**src/rtl/opet_pkg.sv**
```systemverilog
// Shared types, codes and helper functions for the one-shot/periodic event timer.
package opet_pkg;

    localparam int TIME_W = 64;
    localparam int CNT_W  = $clog2(TIME_W + 1);

    localparam logic [TIME_W-1:0] MIN_PERIOD = TIME_W'(100);

    localparam logic [1:0] ACT_TICK  = 2'd0;
    localparam logic [1:0] ACT_START = 2'd1;
    localparam logic [1:0] ACT_STOP  = 2'd2;
    localparam logic [1:0] ACT_READ  = 2'd3;

    localparam logic [2:0] STAT_OK      = 3'd0;
    localparam logic [2:0] STAT_INVAL   = 3'd1;
    localparam logic [2:0] STAT_NOTCONN = 3'd2;
    localparam logic [2:0] STAT_BUSY    = 3'd3;
    localparam logic [2:0] STAT_PAST    = 3'd4;

    localparam logic [1:0] CFG_PORT_CONNECTED = 2'd0;
    localparam logic [1:0] CFG_EVENT_SOURCE   = 2'd1;
    localparam logic [1:0] CFG_EVENT_DATA_ONE = 2'd2;
    localparam logic [1:0] CFG_EVENT_DATA_TWO = 2'd3;

    typedef enum logic [2:0] {
        S_IDLE,
        S_CHECK,
        S_START,
        S_FIRST,
        S_MOD,
        S_ALIGN,
        S_FIXUP,
        S_RESULT
    } state_t;

    typedef struct packed {
        logic capture;
        logic check;
        logic start;
        logic first;
        logic div_start;
        logic align;
        logic fixup;
        logic load;
    } cmd_t;

    typedef struct packed {
        logic is_start;
        logic rejected;
        logic need_phase;
        logic now_lt_first;
        logic div_done;
    } stat_t;

    function automatic logic [TIME_W-1:0] sat_add(input logic [TIME_W-1:0] a,
                                                  input logic [TIME_W-1:0] b);
        logic [TIME_W:0] sum;
        sum = {1'b0, a} + {1'b0, b};
        return sum[TIME_W] ? {TIME_W{1'b1}} : sum[TIME_W-1:0];
    endfunction

    function automatic logic [TIME_W-1:0] sat_sub(input logic [TIME_W-1:0] a,
                                                  input logic [TIME_W-1:0] b);
        return (a > b) ? (a - b) : '0;
    endfunction

endpackage

```
**src/rtl/oneshot_periodic_event_timer.sv**
```systemverilog
// Top level of the one-shot/periodic event timer.
//
// Input channel (s_valid/s_ready): one item per command, carrying the action
// (tick, start, stop, read), the current time and, for start, the base time
// and period. Result channel (m_valid/m_ready): exactly one item per input
// item with the start status, any expiry event raised and the timer state.
// Configuration: cfg_wr_en writes cfg_wr_data into register cfg_index
// (0 port connected, 1 event source, 2 data word one, 3 data word two).
// Steps: each item is captured, checked and then loaded into the result
// register; a start that passes the period and connection checks first runs
// the start step, a periodic start with a phase base also the first-expiry step,
// and one whose base plus period is not ahead of the current time then the two
// 64-bit bit-serial remainder units in parallel and the align and fixup steps.
// One item is in work at a time; s_ready rises again when its
// result is loaded into the output register, so a new item is taken while
// that result still waits for m_ready. A stalled receiver holds the result
// and, once the next item finishes, holds the block in its result state.
// Reset (aresetn low, synchronous) stops the timer and clears the expiry
// time, period and all configuration registers.
module oneshot_periodic_event_timer (
    input  logic                         aclk,
    input  logic                         aresetn,
    input  logic                         cfg_wr_en,
    input  logic [1:0]                   cfg_index,
    input  logic [opet_pkg::TIME_W-1:0]  cfg_wr_data,
    input  logic                         s_valid,
    output logic                         s_ready,
    input  logic [1:0]                   s_action,
    input  logic [opet_pkg::TIME_W-1:0]  s_now_time,
    input  logic [opet_pkg::TIME_W-1:0]  s_base_time,
    input  logic [opet_pkg::TIME_W-1:0]  s_period_in,
    output logic                         m_valid,
    input  logic                         m_ready,
    output logic [2:0]                   m_status,
    output logic                         m_event_fire,
    output logic [opet_pkg::TIME_W-1:0]  m_event_src,
    output logic [opet_pkg::TIME_W-1:0]  m_event_d1,
    output logic [opet_pkg::TIME_W-1:0]  m_event_d2,
    output logic [opet_pkg::TIME_W-1:0]  m_event_time,
    output logic [opet_pkg::TIME_W-1:0]  m_sleep_hint,
    output logic                         m_running,
    output logic [opet_pkg::TIME_W-1:0]  m_next_expire,
    output logic [opet_pkg::TIME_W-1:0]  m_period_out
);

    opet_pkg::cmd_t  cmd;
    opet_pkg::stat_t st;

    opet_ctrl u_ctrl (
        .aclk    (aclk),
        .aresetn (aresetn),
        .s_valid (s_valid),
        .s_ready (s_ready),
        .m_valid (m_valid),
        .m_ready (m_ready),
        .st      (st),
        .cmd     (cmd)
    );

    opet_dp u_dp (
        .aclk          (aclk),
        .aresetn       (aresetn),
        .cmd           (cmd),
        .st            (st),
        .cfg_wr_en     (cfg_wr_en),
        .cfg_index     (cfg_index),
        .cfg_wr_data   (cfg_wr_data),
        .s_action      (s_action),
        .s_now_time    (s_now_time),
        .s_base_time   (s_base_time),
        .s_period_in   (s_period_in),
        .m_status      (m_status),
        .m_event_fire  (m_event_fire),
        .m_event_src   (m_event_src),
        .m_event_d1    (m_event_d1),
        .m_event_d2    (m_event_d2),
        .m_event_time  (m_event_time),
        .m_sleep_hint  (m_sleep_hint),
        .m_running     (m_running),
        .m_next_expire (m_next_expire),
        .m_period_out  (m_period_out)
    );

endmodule

```
**src/rtl/opet_mod.sv**
```systemverilog
// Bit-serial restoring remainder unit, one quotient bit per cycle.
module opet_mod (
    input  logic                         aclk,
    input  logic                         aresetn,
    input  logic                         start,
    input  logic [opet_pkg::TIME_W-1:0]  dividend,
    input  logic [opet_pkg::TIME_W-1:0]  divisor,
    output logic                         done,
    output logic [opet_pkg::TIME_W-1:0]  remainder
);

    localparam int W = opet_pkg::TIME_W;

    logic [W-1:0]               rem_reg, rem_next;
    logic [W-1:0]               quo_reg, quo_next;
    logic [opet_pkg::CNT_W-1:0] cnt_reg, cnt_next;
    logic [W:0]                 part;
    logic [W+1:0]               diff;

    always_comb begin
        part     = {rem_reg, quo_reg[W-1]};
        diff     = {1'b0, part} - {2'b00, divisor};
        rem_next = rem_reg;
        quo_next = quo_reg;
        cnt_next = cnt_reg;
        if (start) begin
            rem_next = '0;
            quo_next = dividend;
            cnt_next = opet_pkg::CNT_W'(W);
        end else if (cnt_reg != '0) begin
            rem_next = diff[W+1] ? part[W-1:0] : diff[W-1:0];
            quo_next = {quo_reg[W-2:0], 1'b0};
            cnt_next = cnt_reg - 1'b1;
        end
    end

    always_ff @(posedge aclk) begin
        if (!aresetn) begin
            cnt_reg <= '0;
        end else begin
            cnt_reg <= cnt_next;
        end
        rem_reg <= rem_next;
        quo_reg <= quo_next;
    end

    assign done      = (cnt_reg == '0);
    assign remainder = rem_reg;

endmodule

```
**src/rtl/opet_ctrl.sv**
```systemverilog
// Sequencing state machine for the event timer.
module opet_ctrl (
    input  logic             aclk,
    input  logic             aresetn,
    input  logic             s_valid,
    output logic             s_ready,
    output logic             m_valid,
    input  logic             m_ready,
    input  opet_pkg::stat_t  st,
    output opet_pkg::cmd_t   cmd
);

    opet_pkg::state_t state_reg, state_next;
    logic             m_valid_reg, m_valid_next;
    logic             out_free;

    assign out_free = !m_valid_reg || m_ready;

    always_comb begin
        state_next = state_reg;
        case (state_reg)
            opet_pkg::S_IDLE: begin
                if (s_valid) state_next = opet_pkg::S_CHECK;
            end
            opet_pkg::S_CHECK: begin
                if (st.is_start && !st.rejected) state_next = opet_pkg::S_START;
                else state_next = opet_pkg::S_RESULT;
            end
            opet_pkg::S_START: begin
                if (st.need_phase) state_next = opet_pkg::S_FIRST;
                else state_next = opet_pkg::S_RESULT;
            end
            opet_pkg::S_FIRST: begin
                if (st.now_lt_first) state_next = opet_pkg::S_RESULT;
                else state_next = opet_pkg::S_MOD;
            end
            opet_pkg::S_MOD: begin
                if (st.div_done) state_next = opet_pkg::S_ALIGN;
            end
            opet_pkg::S_ALIGN: begin
                state_next = opet_pkg::S_FIXUP;
            end
            opet_pkg::S_FIXUP: begin
                state_next = opet_pkg::S_RESULT;
            end
            opet_pkg::S_RESULT: begin
                if (out_free) state_next = opet_pkg::S_IDLE;
            end
            default: begin
                state_next = opet_pkg::S_IDLE;
            end
        endcase
    end

    always_comb begin
        cmd     = '0;
        s_ready = 1'b0;
        case (state_reg)
            opet_pkg::S_IDLE: begin
                s_ready     = 1'b1;
                cmd.capture = s_valid;
            end
            opet_pkg::S_CHECK: begin
                cmd.check = 1'b1;
            end
            opet_pkg::S_START: begin
                cmd.start = 1'b1;
            end
            opet_pkg::S_FIRST: begin
                cmd.first     = 1'b1;
                cmd.div_start = !st.now_lt_first;
            end
            opet_pkg::S_ALIGN: begin
                cmd.align = 1'b1;
            end
            opet_pkg::S_FIXUP: begin
                cmd.fixup = 1'b1;
            end
            opet_pkg::S_RESULT: begin
                cmd.load = out_free;
            end
            default: begin
                cmd = '0;
            end
        endcase
    end

    always_comb begin
        m_valid_next = m_valid_reg;
        if (cmd.load) m_valid_next = 1'b1;
        else if (m_ready) m_valid_next = 1'b0;
    end

    always_ff @(posedge aclk) begin
        if (!aresetn) begin
            state_reg   <= opet_pkg::S_IDLE;
            m_valid_reg <= 1'b0;
        end else begin
            state_reg   <= state_next;
            m_valid_reg <= m_valid_next;
        end
    end

    assign m_valid = m_valid_reg;

endmodule

```
**src/rtl/opet_dp.sv**
```systemverilog
// Timer state, configuration registers, arithmetic and result register.
module opet_dp (
    input  logic                         aclk,
    input  logic                         aresetn,
    input  opet_pkg::cmd_t               cmd,
    output opet_pkg::stat_t              st,
    input  logic                         cfg_wr_en,
    input  logic [1:0]                   cfg_index,
    input  logic [opet_pkg::TIME_W-1:0]  cfg_wr_data,
    input  logic [1:0]                   s_action,
    input  logic [opet_pkg::TIME_W-1:0]  s_now_time,
    input  logic [opet_pkg::TIME_W-1:0]  s_base_time,
    input  logic [opet_pkg::TIME_W-1:0]  s_period_in,
    output logic [2:0]                   m_status,
    output logic                         m_event_fire,
    output logic [opet_pkg::TIME_W-1:0]  m_event_src,
    output logic [opet_pkg::TIME_W-1:0]  m_event_d1,
    output logic [opet_pkg::TIME_W-1:0]  m_event_d2,
    output logic [opet_pkg::TIME_W-1:0]  m_event_time,
    output logic [opet_pkg::TIME_W-1:0]  m_sleep_hint,
    output logic                         m_running,
    output logic [opet_pkg::TIME_W-1:0]  m_next_expire,
    output logic [opet_pkg::TIME_W-1:0]  m_period_out
);

    localparam int W = opet_pkg::TIME_W;

    logic         conn_reg, conn_next;
    logic [W-1:0] src_reg, src_next;
    logic [W-1:0] d1_reg, d1_next;
    logic [W-1:0] d2_reg, d2_next;

    logic         run_reg, run_next;
    logic [W-1:0] exp_reg, exp_next;
    logic [W-1:0] per_v_reg, per_v_next;

    logic [1:0]   act_reg, act_next;
    logic [W-1:0] now_reg, now_next;
    logic [W-1:0] base_reg, base_next;
    logic [W-1:0] per_reg, per_next;
    logic [W-1:0] tmp_reg, tmp_next;
    logic [2:0]   stat_reg, stat_next;
    logic         fired_reg, fired_next;
    logic [W-1:0] fat_reg, fat_next;

    logic [2:0]   o_stat_reg, o_stat_next;
    logic         o_fire_reg, o_fire_next;
    logic [W-1:0] o_src_reg, o_src_next;
    logic [W-1:0] o_d1_reg, o_d1_next;
    logic [W-1:0] o_d2_reg, o_d2_next;
    logic [W-1:0] o_time_reg, o_time_next;
    logic [W-1:0] o_sleep_reg, o_sleep_next;
    logic         o_run_reg, o_run_next;
    logic [W-1:0] o_exp_reg, o_exp_next;
    logic [W-1:0] o_per_reg, o_per_next;

    logic         inval;
    logic         done_now, done_base;
    logic [W-1:0] rem_now, rem_base;

    opet_mod u_mod_now (
        .aclk      (aclk),
        .aresetn   (aresetn),
        .start     (cmd.div_start),
        .dividend  (now_reg),
        .divisor   (per_reg),
        .done      (done_now),
        .remainder (rem_now)
    );

    opet_mod u_mod_base (
        .aclk      (aclk),
        .aresetn   (aresetn),
        .start     (cmd.div_start),
        .dividend  (base_reg),
        .divisor   (per_reg),
        .done      (done_base),
        .remainder (rem_base)
    );

    assign inval = (per_reg != '0) && (per_reg < opet_pkg::MIN_PERIOD);

    always_comb begin
        st.is_start     = (act_reg == opet_pkg::ACT_START);
        st.rejected     = inval || !conn_reg;
        st.need_phase   = !run_reg && (per_reg != '0) && (base_reg != '0);
        st.now_lt_first = (now_reg < tmp_reg);
        st.div_done     = done_now && done_base;
    end

    always_comb begin
        conn_next = conn_reg;
        src_next  = src_reg;
        d1_next   = d1_reg;
        d2_next   = d2_reg;
        if (cfg_wr_en) begin
            case (cfg_index)
                opet_pkg::CFG_PORT_CONNECTED: conn_next = cfg_wr_data[0];
                opet_pkg::CFG_EVENT_SOURCE:   src_next  = cfg_wr_data;
                opet_pkg::CFG_EVENT_DATA_ONE: d1_next   = cfg_wr_data;
                opet_pkg::CFG_EVENT_DATA_TWO: d2_next   = cfg_wr_data;
                default: conn_next = conn_reg;
            endcase
        end
    end

    always_comb begin
        run_next   = run_reg;
        exp_next   = exp_reg;
        per_v_next = per_v_reg;
        act_next   = act_reg;
        now_next   = now_reg;
        base_next  = base_reg;
        per_next   = per_reg;
        tmp_next   = tmp_reg;
        stat_next  = stat_reg;
        fired_next = fired_reg;
        fat_next   = fat_reg;

        if (cmd.capture) begin
            act_next   = s_action;
            now_next   = s_now_time;
            base_next  = s_base_time;
            per_next   = s_period_in;
            stat_next  = opet_pkg::STAT_OK;
            fired_next = 1'b0;
            fat_next   = '0;
        end

        if (cmd.check) begin
            if (st.is_start && inval) begin
                stat_next = opet_pkg::STAT_INVAL;
            end else if (st.is_start && !conn_reg) begin
                stat_next = opet_pkg::STAT_NOTCONN;
            end else begin
                if (run_reg && (now_reg >= exp_reg)) begin
                    fired_next = conn_reg;
                    fat_next   = exp_reg;
                    if (per_v_reg != '0) exp_next = opet_pkg::sat_add(exp_reg, per_v_reg);
                    else run_next = 1'b0;
                end
                if (act_reg == opet_pkg::ACT_STOP) run_next = 1'b0;
            end
        end

        if (cmd.start) begin
            if (run_reg) begin
                stat_next = opet_pkg::STAT_BUSY;
            end else if (per_reg == '0) begin
                if (now_reg >= base_reg) begin
                    stat_next = opet_pkg::STAT_PAST;
                end else begin
                    exp_next   = base_reg;
                    per_v_next = per_reg;
                    run_next   = 1'b1;
                end
            end else if (base_reg == '0) begin
                exp_next   = opet_pkg::sat_add(now_reg, per_reg);
                per_v_next = per_reg;
                run_next   = 1'b1;
            end else begin
                tmp_next = opet_pkg::sat_add(base_reg, per_reg);
            end
        end

        if (cmd.first && st.now_lt_first) begin
            exp_next   = tmp_reg;
            per_v_next = per_reg;
            run_next   = 1'b1;
        end

        if (cmd.align) begin
            tmp_next = opet_pkg::sat_add(now_reg - rem_now, rem_base);
        end

        if (cmd.fixup) begin
            exp_next   = opet_pkg::sat_add(tmp_reg, (tmp_reg < now_reg) ? per_reg : '0);
            per_v_next = per_reg;
            run_next   = 1'b1;
        end
    end

    always_comb begin
        o_stat_next  = o_stat_reg;
        o_fire_next  = o_fire_reg;
        o_src_next   = o_src_reg;
        o_d1_next    = o_d1_reg;
        o_d2_next    = o_d2_reg;
        o_time_next  = o_time_reg;
        o_sleep_next = o_sleep_reg;
        o_run_next   = o_run_reg;
        o_exp_next   = o_exp_reg;
        o_per_next   = o_per_reg;
        if (cmd.load) begin
            o_stat_next  = stat_reg;
            o_fire_next  = fired_reg;
            o_src_next   = fired_reg ? src_reg : '0;
            o_d1_next    = fired_reg ? d1_reg : '0;
            o_d2_next    = fired_reg ? d2_reg : '0;
            o_time_next  = fired_reg ? fat_reg : '0;
            o_sleep_next = run_reg ? opet_pkg::sat_sub(exp_reg, now_reg) : {W{1'b1}};
            o_run_next   = run_reg;
            o_exp_next   = exp_reg;
            o_per_next   = per_v_reg;
        end
    end

    always_ff @(posedge aclk) begin
        if (!aresetn) begin
            conn_reg  <= 1'b0;
            src_reg   <= '0;
            d1_reg    <= '0;
            d2_reg    <= '0;
            run_reg   <= 1'b0;
            exp_reg   <= '0;
            per_v_reg <= '0;
        end else begin
            conn_reg  <= conn_next;
            src_reg   <= src_next;
            d1_reg    <= d1_next;
            d2_reg    <= d2_next;
            run_reg   <= run_next;
            exp_reg   <= exp_next;
            per_v_reg <= per_v_next;
        end
        act_reg     <= act_next;
        now_reg     <= now_next;
        base_reg    <= base_next;
        per_reg     <= per_next;
        tmp_reg     <= tmp_next;
        stat_reg    <= stat_next;
        fired_reg   <= fired_next;
        fat_reg     <= fat_next;
        o_stat_reg  <= o_stat_next;
        o_fire_reg  <= o_fire_next;
        o_src_reg   <= o_src_next;
        o_d1_reg    <= o_d1_next;
        o_d2_reg    <= o_d2_next;
        o_time_reg  <= o_time_next;
        o_sleep_reg <= o_sleep_next;
        o_run_reg   <= o_run_next;
        o_exp_reg   <= o_exp_next;
        o_per_reg   <= o_per_next;
    end

    assign m_status      = o_stat_reg;
    assign m_event_fire  = o_fire_reg;
    assign m_event_src   = o_src_reg;
    assign m_event_d1    = o_d1_reg;
    assign m_event_d2    = o_d2_reg;
    assign m_event_time  = o_time_reg;
    assign m_sleep_hint  = o_sleep_reg;
    assign m_running     = o_run_reg;
    assign m_next_expire = o_exp_reg;
    assign m_period_out  = o_per_reg;

endmodule

```
**config.mk**
```make
export PLATFORM = sky130hd
export DESIGN_NAME = oneshot_periodic_event_timer
export DESIGN_NICKNAME = d
export VERILOG_FILES = /design/src/rtl/opet_pkg.sv /design/src/rtl/oneshot_periodic_event_timer.sv /design/src/rtl/opet_mod.sv /design/src/rtl/opet_ctrl.sv /design/src/rtl/opet_dp.sv
export SDC_FILE = /design/constraint.sdc
export NUM_CORES = 2
export LEC_CHECK = 0
export ABC_AREA = 0
export BUFFER_PORTS_ARGS = -buffer_cell sky130_fd_sc_hd__buf_4
export CAP_MARGIN = 20
export CORE_ASPECT_RATIO = 0.6
export CORE_MARGIN = 2
export CORE_UTILIZATION = 50
export CTS_BUF_LIST = sky130_fd_sc_hd__clkbuf_8
export CTS_CLUSTER_SIZE = 8
export DETAILED_ROUTE_END_ITERATION = 10
export PLACE_DENSITY = 0.71
export SETUP_SLACK_MARGIN = 0.1
export SYNTH_ARGS = -nofsm -noshare
export SYNTH_HDL_FRONTEND = slang
export SYNTH_SLANG_ARGS = --single-unit
```
**constraint.sdc**
```tcl
create_clock -name aclk -period 30.5 [get_ports aclk]
set_input_delay 7.625 -clock aclk [delete_from_list [all_inputs] [get_ports aclk]]
set_output_delay 7.625 -clock aclk [all_outputs]
set_load 0.05 [all_outputs]
```
==> results.sh <==
export IMPL_tritoncts="done"
export IMPL_fp_dieArea_sq_um=178000
export IMPL_setup_total_negative_slack_ps=0
export IMPL_routed_via_density=6.29
export IMPL_cts_setup_buffers=0
export IMPL_design_final_nets=11159
export IMPL_postSynth_topFlopCell="edfxtp_1"
export IMPL_slowest_delay_ps=900
export IMPL_cts_buffers_inserted=224
export IMPL_vias=79949
export IMPL_sequential_area_share_after_synthesis_pct=41.1
export IMPL_global_route_usage_met2_pct=50.6
export IMPL_dpl_worst_slack_ps=19070
export IMPL_layout_drive_gt1_share_pct=11.8
export IMPL_max_vdd_ir_drop_mv=0.0977
export IMPL_die_w_microns=544
export IMPL_synth_async_sr_flop_share_pct=0
export IMPL_grt_util_all_layers_pct=36.4
export IMPL_max_clock_freq_ghz=0.0952
export IMPL_crit_path_cell_trace="buf_4 -> nand2b_1 -> nor2b_4 -> buf_4 -> buf_4 -> buf_4"
export IMPL_grt_met1_usage_pct=51.8
export IMPL_ant_nets=0
export IMPL_rsz_0062_raised_after_global_routing="no"
export IMPL_drv_max_cap_violation_count=0
export IMPL_wl_per_cell_microns=26.7
export IMPL_met3_usage_pct=10.9
export IMPL_final_max_slew_viol_count=0
export IMPL_startpoint_types="input port"
export IMPL_die_h_microns=328
export IMPL_synth_cell_area_sq_um=87400
export IMPL_number_of_global_route_vias_before_repair=71925
export IMPL_hold_class="reg2reg"
export IMPL_cts_hold_buffers_added=0
export IMPL_pin_count_of_the_biggest_net_entering_global_routing=176
export IMPL_r2r_start="u_dp.now_reg[1]"
export IMPL_globalplace_congestion=1.05
export IMPL_finalHoldViolCount=0
export IMPL_overflow_left_after_global_routing=0
export IMPL_path_delay_family="buffers and inverters"
export IMPL_hold_path_startpoint="u_dp.stat_reg[2]"
export IMPL_place_port_buffers=719
export IMPL_post_synth_cell_area_avg_sq_um=9.06
export IMPL_cts_sink_count=1375
export IMPL_final_setup_viol_count=0
export IMPL_routed_wirelength_microns=340000
export IMPL_drt_pass1_iter_count=8
export IMPL_critical_path_slowest_cell="buf_4"
export IMPL_post_route_worst_setup_slack_ps=19990
export IMPL_htree_num_levels=4
export IMPL_synth_top_cell_area_share_pct=28.8
export IMPL_p_leak_nw=41.5
export IMPL_flow_area_growth_from_synthesis_pct=13.0
export IMPL_timing_critical_path_required_ps=31100
export IMPL_cts_resized_gates=0
export IMPL_grt_antenna_before_repair=16
export IMPL_clockBufferDepth=4
export IMPL_timing_clock_skew_ps=65.2
export IMPL_synth_net_count=10630
export IMPL_arrival_ps=11100
export IMPL_post_synth_inst_count=9651
export IMPL_worstSetupStartpoint="m_ready"
export IMPL_cpMostUsedCell="buf_4"
export IMPL_detail_route_iter0_violations=10576
export IMPL_initial_standard_cell_utilization_of_the_core_pct=50.5
export IMPL_run_status="completed"
export IMPL_netlist_top_cells_area="edfxtp_1 29%, dfxtp_1 12%, ha_1 10%"
export IMPL_ys_warnings_count=0
export IMPL_crit_path_class="in2reg"
export IMPL_timing_critical_path_buf_inv=4
export IMPL_fp_coreArea_sq_um=173000
export IMPL_root_buffer="clkbuf_8"
export IMPL_ios=720
export IMPL_synthDistinctLibCells=110
export IMPL_ys_ff_latch=1375
export IMPL_number_of_flops_mapped_to_enable_cells_by_yosys=839
export IMPL_global_route_peak_usage_layer="met1"
export IMPL_clk_latency_ps=990
export IMPL_min_period_over_period_pct=34.4
export IMPL_path_clk_slew_ps=60
export IMPL_worstMarginPinSlew_ps=1280
export IMPL_placedCellCount=12285
export IMPL_finalWorstPathRequiredPeriod_ps=10510
export IMPL_place_detailed_hpwl_microns=265000
export IMPL_setup_worst_path_end_class="register"
export IMPL_remaining_drc_errors=0
export IMPL_worst_case_headroom_to_the_max_slew_limit_pct=14.2
export IMPL_power_density_nw_per_um2=124
export IMPL_final_instance_count_excl_fill=12709
export IMPL_worst_path_max_fanout=77
export IMPL_row_count=118
export IMPL_synthDominantAreaCellType="edfxtp_1"
export IMPL_grt_pass1_wl_microns=482000
==> cell type report <==
cell class / instances / area (sq um)
diodes: 13 / 32.5
clock buffers: 237 / 3260
clock inverters: 165 / 812
fillers: 15517 / 74300
inverters: 477 / 1810
multi-input cells: 7290 / 47800
flip-flops and latches: 1375 / 35900
well taps: 2340 / 2930
repair buffers: 812 / 6170
==> where the power goes <==
group | internal (W) | total, W | switching [W] | leakage, nW
clock | 0.000750 | 0.00156 | 0.000807 | 2.54
combinational | 0.00284 | 0.00765 | 0.00482 | 26.5
sequential | 0.00250 | 0.00300 | 0.000496 | 12.4
==> stage by stage <==
stage	area [sq um]	hold WS, ps	total power (W)	utilization [%]
after floorplan	87400	406	0.00826	-
after global placement	94500	419	0.0102	54.6
after detailed placement	94500	422	0.0103	54.6
after CTS	98600	435	0.0119	57.0
after global routing	98700	449	0.0129	57.1
final	98800	436	0.0122	57.1
==> worst register-to-register path, delay by kind of cell (launching register included) <==
kind	cells	cell delay, ps
compound gates	13	4500
simple gates	7	3300
fa+ha+maj	3	780
buf+inv	2	720
flops	1	510
==> cell usage in the layout, fill, tap and decap left out, types with 307 or more instances in the layout <==
cell / synthesis / layout
nand2_1: 1146 / 1143
a21oi_1: 1031 / 1028
edfxtp_1: 839 / 839
buf_4: 10 / 800
o21ai_0: 709 / 709
ha_1: 705 / 705
inv_1: 476 / 593
dfxtp_1: 536 / 534
a21o_1: 403 / 402
nor2_1: 398 / 393
xnor2_1: 307 / 307
==> cells by family after synthesis <==
family	count (synthesis)	share of synthesized area (%)
compound gates	3182	22.9
xor+xnor	532	5.33
fa+ha+maj	714	10.3
buf+inv	986	4.41
flops	1375	41.1
mux	68	0.780
simple gates	2794	15.2
==> layer usage <==
layer	wire, microns	part of all wire [%]
met1	146000	43
met2	136000	40
met3	40100	12
met4	16700	4.9
met5	221	0.065
==> synth_stat cells, types with 73 or more instances <==
library cell and number:
and2_1 295, o21a_1 75, ha_1 705, nand2_1 1146
xor2_1 225, a21oi_1 1031, nand3_1 244, nor3_1 167
xnor2_1 307, nor2_1 398, nand2b_1 75, dfxtp_1 536
clkbuf_1 420, nand4_1 140, o21ai_0 709, a21o_1 403
a211oi_1 137, inv_1 476, a31oi_1 93, o21bai_1 92
a22oi_1 73, edfxtp_1 839
==> worst paths after layout <==
path	end	depth (start not counted)	slack, ps
worst max register to register	u_dp.exp_reg[17]	25	20590
worst min-delay path	u_dp.m_status[2]	0	440
worst min register to register	u_dp.m_status[2]	0	440
worst max-delay path	u_dp.m_event_d1[63]	6	19990
No activity file was read; power rests on OpenSTA's default activity.
